`src/hdl/hsp_pkg.sv`:
```
// Shared widths for the horizontal sphere push pipeline.
// No dependencies; imported by every module of the block.
`timescale 1ns / 1ps
`default_nettype none

package hsp_pkg;

    localparam int unsigned COORD_W    = 32;  // coordinate field width
    localparam int unsigned RADIUS_W   = 30;  // radius field width
    localparam int unsigned MASS_W     = 16;  // mass field width
    localparam int unsigned MAG_W      = 31;  // magnitude of an overlapping axis offset
    localparam int unsigned SQ_W       = 2 * MAG_W;  // square of a magnitude
    localparam int unsigned MSUM_W     = MASS_W + 1;
    localparam int unsigned PROD_W     = MAG_W + MASS_W;
    localparam int unsigned S_TDATA_W  = 288;
    localparam int unsigned M_TDATA_W  = 136;

endpackage : hsp_pkg

`default_nettype wire

```
`src/hdl/hsp_isqrt_pipe.sv`:
```
// Pipelined integer square root, one root bit resolved per register stage.
// Depends on hsp_pkg for default widths.
`timescale 1ns / 1ps
`default_nettype none

module hsp_isqrt_pipe
    import hsp_pkg::*;
#(
    parameter int unsigned N     = MAG_W,  // root width; radicand is 2N bits
    parameter int unsigned TAG_W = 1
) (
    input  wire logic             aclk,
    input  wire logic             aresetn,
    input  wire logic             en,
    input  wire logic             in_vld,
    input  wire logic [2*N-1:0]   in_rad,
    input  wire logic [TAG_W-1:0] in_tag,
    output logic                  out_vld,
    output logic      [N-1:0]     out_root,
    output logic      [TAG_W-1:0] out_tag
);

    logic [N:0]       rem_reg  [N];
    logic [N-1:0]     root_reg [N];
    logic [2*N-1:0]   rad_reg  [N];
    logic [TAG_W-1:0] tag_reg  [N];
    logic             vld_reg  [N];

    for (genvar k = 0; k < N; k++) begin : g_stage
        logic [N:0]       src_rem;
        logic [N-1:0]     src_root;
        logic [2*N-1:0]   src_rad;
        logic [TAG_W-1:0] src_tag;
        logic             src_vld;
        logic [N+2:0]     cat;
        logic [N+2:0]     trial;
        logic             ge;

        if (k == 0) begin : g_first
            assign src_rem  = '0;
            assign src_root = '0;
            assign src_rad  = in_rad;
            assign src_tag  = in_tag;
            assign src_vld  = in_vld;
        end else begin : g_next
            assign src_rem  = rem_reg[k-1];
            assign src_root = root_reg[k-1];
            assign src_rad  = rad_reg[k-1];
            assign src_tag  = tag_reg[k-1];
            assign src_vld  = vld_reg[k-1];
        end

        // bring down the next radicand pair and try root*4+1
        assign cat   = {src_rem, src_rad[2*N-1 -: 2]};
        assign trial = {1'b0, src_root, 2'b01};
        assign ge    = (cat >= trial);

        always_ff @(posedge aclk) begin
            if (!aresetn) begin
                vld_reg[k] <= 1'b0;
            end else if (en) begin
                vld_reg[k] <= src_vld;
            end
        end

        // the remainder can reach twice the root, so keep N+1 bits of it
        always_ff @(posedge aclk) begin
            if (en) begin
                rem_reg[k]  <= ge ? (N+1)'(cat - trial) : cat[N:0];
                root_reg[k] <= {src_root[N-2:0], ge};
                rad_reg[k]  <= {src_rad[2*N-3:0], 2'b00};
                tag_reg[k]  <= src_tag;
            end
        end
    end

    assign out_vld  = vld_reg[N-1];
    assign out_root = root_reg[N-1];
    assign out_tag  = tag_reg[N-1];

endmodule : hsp_isqrt_pipe

`default_nettype wire

```
`config.mk`:
```
export PLATFORM = sky130hd
export DESIGN_NAME = hsp_isqrt_pipe
export DESIGN_NICKNAME = d
export VERILOG_FILES = /design/src/hdl/hsp_pkg.sv /design/src/hdl/hsp_isqrt_pipe.sv
export SDC_FILE = /design/constraint.sdc
export NUM_CORES = 2
export LEC_CHECK = 0
export BUFFER_PORTS_ARGS = -buffer_cell sky130_fd_sc_hd__buf_2
export CORE_ASPECT_RATIO = 0.6
export CORE_MARGIN = 2
export CORE_UTILIZATION = 30
export CTS_CLUSTER_DIAMETER = 40
export DETAILED_ROUTE_END_ITERATION = 6
export PLACE_DENSITY_LB_ADDON = 0.3
export SYNTH_ARGS = -nofsm -noshare
export SYNTH_HDL_FRONTEND = slang
export SYNTH_SLANG_ARGS = --single-unit
```
`constraint.sdc`:
```
create_clock -name aclk -period 7.1 [get_ports aclk]
set_input_delay 1.42 -clock aclk [delete_from_list [all_inputs] [get_ports aclk]]
set_output_delay 1.42 -clock aclk [all_outputs]
set_load 0.01 [all_outputs]
```
==> results.cfg <==
[setup_path]
required_ns = 7.72
slowest_delay_ns = 0.61
start_kind = register
slowest_stage = a311oi_2
worst-setup-path-type = register to register
cp_max_fo = 38
worst_setup_path_end_kind = register
crit_path_cell_trace = ha_1, nor2b_1, o31ai_1, nand3_1, a311oi_2, a2bb2oi_1, a221o_1, a2111oi_0, and3_1, buf_4, inv_1, mux2_2
crit_arrival_ns = 6.31

[place]
gp_congestion = 0.9183
postPlaceCellArea_mm2 = 0.1171
portBuffers = 99
dpl.hpwl_um = 172700

[logic_synthesis]
syn_inst = 8357
synth-compound-area-share_pct = 8.973
syn-cell-area_mm2 = 0.1103
synthMuxAreaShare_pct = 1.256
syn_area_per_cell_um2 = 13.20
synth_top_family_by_area = simple AND/OR/NAND/NOR gates
synthAdderAreaFrac_pct = 5.988
synth_xor_area_share_pct = 5.961
synth_edf_count = 2401
synth_seq_cells = 2402
syn-num-nets = 8952
synth_cell_types = 87
seq_area_frac_synth_pct = 65.36
synthArstFlopShare_pct = 0
ys.flop_type = edfxtp_1
synth-simple-area-share_pct = 9.707
ys.warnings.count = 0

[cts]
cts_root_buffer = clkbuf_16
cts_resized = 0
clkSinkCount = 2402
hold_buffers = 0
clk_pin_slew_ns = 0.06
cts_tree = done
htreeDepth = 5
post_cts.repair.setup_buffers = 0
numCtsBuffers = 331
ctsLongestPathBuffers = 4
worstSkewPairLatency_ns = 0.90

[floorplan]
core_mm2 = 0.3661
die_h_um = 473.8
num_rows = 172
ios = 100
start_util_pct = 30.14
chipWidth_um = 786.9
fp.dieArea_mm2 = 0.3728

[power]
peakVddDrop_uv = 205.2
p_leak_nw = 48.70
power_density_mw_per_mm2 = 341.4

[global_route]
grt_pass1_vias = 62590
grt_usage_pct = 12.61
overflow = 0
busiest_layer = met1
grt_max_degree = 186
grt.met2_usage_pct = 14.57
grt_util_met1_pct = 21.74
use_met3_pct = 3.260
grt_pass1_wl_um = 374900
antenna_found_initial = 16

[route]
drtAntennaViolNets = 0
vias = 66260
drtPass1Iterations = 6
drc = 0
drtIter0Drc = 6535
detail_route.vias_per_cell = 4.783
wl_um = 243200
avgRoutedWirePerCell_um = 17.55

[sta]
relSlewSlack_pct = 14.28
fin_skew_ns = 0.07912
setup_viol = 0
min_period_over_period_pct = 80.06
tightest_slew_ns = 1.274
setup_tns_ns = 0
slew_violations = 0
fin_crit_ns = 5.684
hold_viol_final = 0
max_freq_ghz = 0.1759
rsz0062_at_grt = false

[finish]
final_layout_size_suffix_gt1_share_pct = 10.09
multiInputGateArea_mm2 = 0.03521
n_fill_cell = 35080
syn_to_final_growth_pct = 16.34
seq_area_mm2 = 0.07212
fin_area_mm2 = 0.1284
fin_nets = 9301
largest_reg_flops = 930

[min_path]
min_path_type = register to register

[run]
cap_violations = 0

[outcome]
status = complete, no violations
-- cells by family (layout without fill, tap and decap cells) --
logic type,after synthesis,count (layout)
simple gates,2157,2157
buf+inv,803,1423
xor+xnor,751,751
fa+ha+maj,528,528
mux,124,124
flops,2402,2402
compound gates,1591,1591
other cells,1,6
-- metal layers --
layer  vias up  part of all wire (%)  wire [um]
met3       375                   8.7      21130
met1     31940                    55     134000
li1      31800                     -          -
met4         4                   2.3       5480
met5         -                 0.011         27
met2      2136                    34      82510
-- where the power goes --
group | internal (mW) | switching (mW)
sequential | 17.9 | 1.13
clock | 10.3 | 6.60
combinational | 3.33 | 4.63
total | 31.5 | 12.4
-- Yosys cell counts, drive strengths merged (47+ instances only) --
cell type	number	area share (%)
nor4	92	0.54
xnor2	414	3.3
o21ai	317	1.4
nand3	174	0.79
nor2b	75	0.43
nor2	580	2.0
a21oi	578	2.6
mux2	116	1.2
nand2	471	1.6
clkbuf	130	0.44
nand4	73	0.41
or3	79	0.45
nand2b	110	0.62
or2	47	0.27
nor3	197	0.90
ha	528	6.0
o31ai	49	0.33
a21o	200	1.4
o21bai	52	0.35
and3	82	0.47
o21a	104	0.71
xor2	337	2.7
or4	50	0.35
inv	649	2.2
edfxtp	2401	65
-- placed cells by master (no fill, tap or decap), types with 42 or more instances in the layout --
cell type,instances
clkinv_1,42
o21ai_0,316
nor4_1,91
a21oi_1,578
o21a_1,104
buf_4,54
clkbuf_16,336
nand2_1,470
xor2_1,337
nand3_1,174
xnor2_1,414
a21o_1,200
and3_1,81
nor2_1,579
nand4_1,73
or3_1,79
o31ai_1,49
edfxtp_1,2401
ha_1,528
or4_1,47
nand2b_1,110
inv_1,647
or2_2,47
o21bai_1,52
nor3_1,195
nor2b_1,75
a31oi_1,43
buf_2,98
mux2_2,116
-- metrics by stage --
| step | hold slack, ns | total power [mW] | setup WS, ns | cells | util (%) |
|---|---|---|---|---|---|
| CTS | 0.3689 | 44.24 | 1.542 | 13850 | 35.06 |
| detailed placement | 0.4045 | 27.03 | 1.601 | 13250 | 31.98 |
| global placement | 0.4003 | 26.87 | 1.467 | 13250 | 31.98 |
| finish | 0.3694 | 43.83 | 1.416 | 13850 | 35.07 |
| floorplan | 0.4003 | 24.49 | 3.307 | 8357 | - |
| global route | 0.3627 | 46.00 | 1.160 | 13850 | 35.06 |
-- layout make-up --
type	instances	area share, %
Clock inverter	240	2.173
Inverter	653	1.909
Multi-Input combinational cell	5152	27.43
Clock buffer	364	6.632
Timing Repair Buffer	166	0.9162
Tap cell	4872	4.749
Sequential cell	2402	56.18
Antenna cell	5	0.009747
-- worst max-delay path: cells and delay by family, from the launching register on --
family	cells	cell delay (ns)
muxes	1	0.45
DFF	1	0.40
adders and majority gates	1	0.38
buffers and inverters	2	0.94
AOI/OAI and AO/OA	5	2.45
and+or+nand+nor	3	0.79
-- path summary, 6_finish.rpt --
path / from / end / slack (ns) / depth (start not counted)
worst max-delay path: rem_reg[26][0] / rem_reg[27][20] / 1.42 / 12
worst min-delay path: rad_reg[0][950] / rad_reg[1][52] / 0.37 / 0
worst max register to register: rem_reg[26][0] / rem_reg[27][20] / 1.42 / 12
worst min register to register: rad_reg[0][950] / rad_reg[1][52] / 0.37 / 0
(Power assumes the default switching activity.)
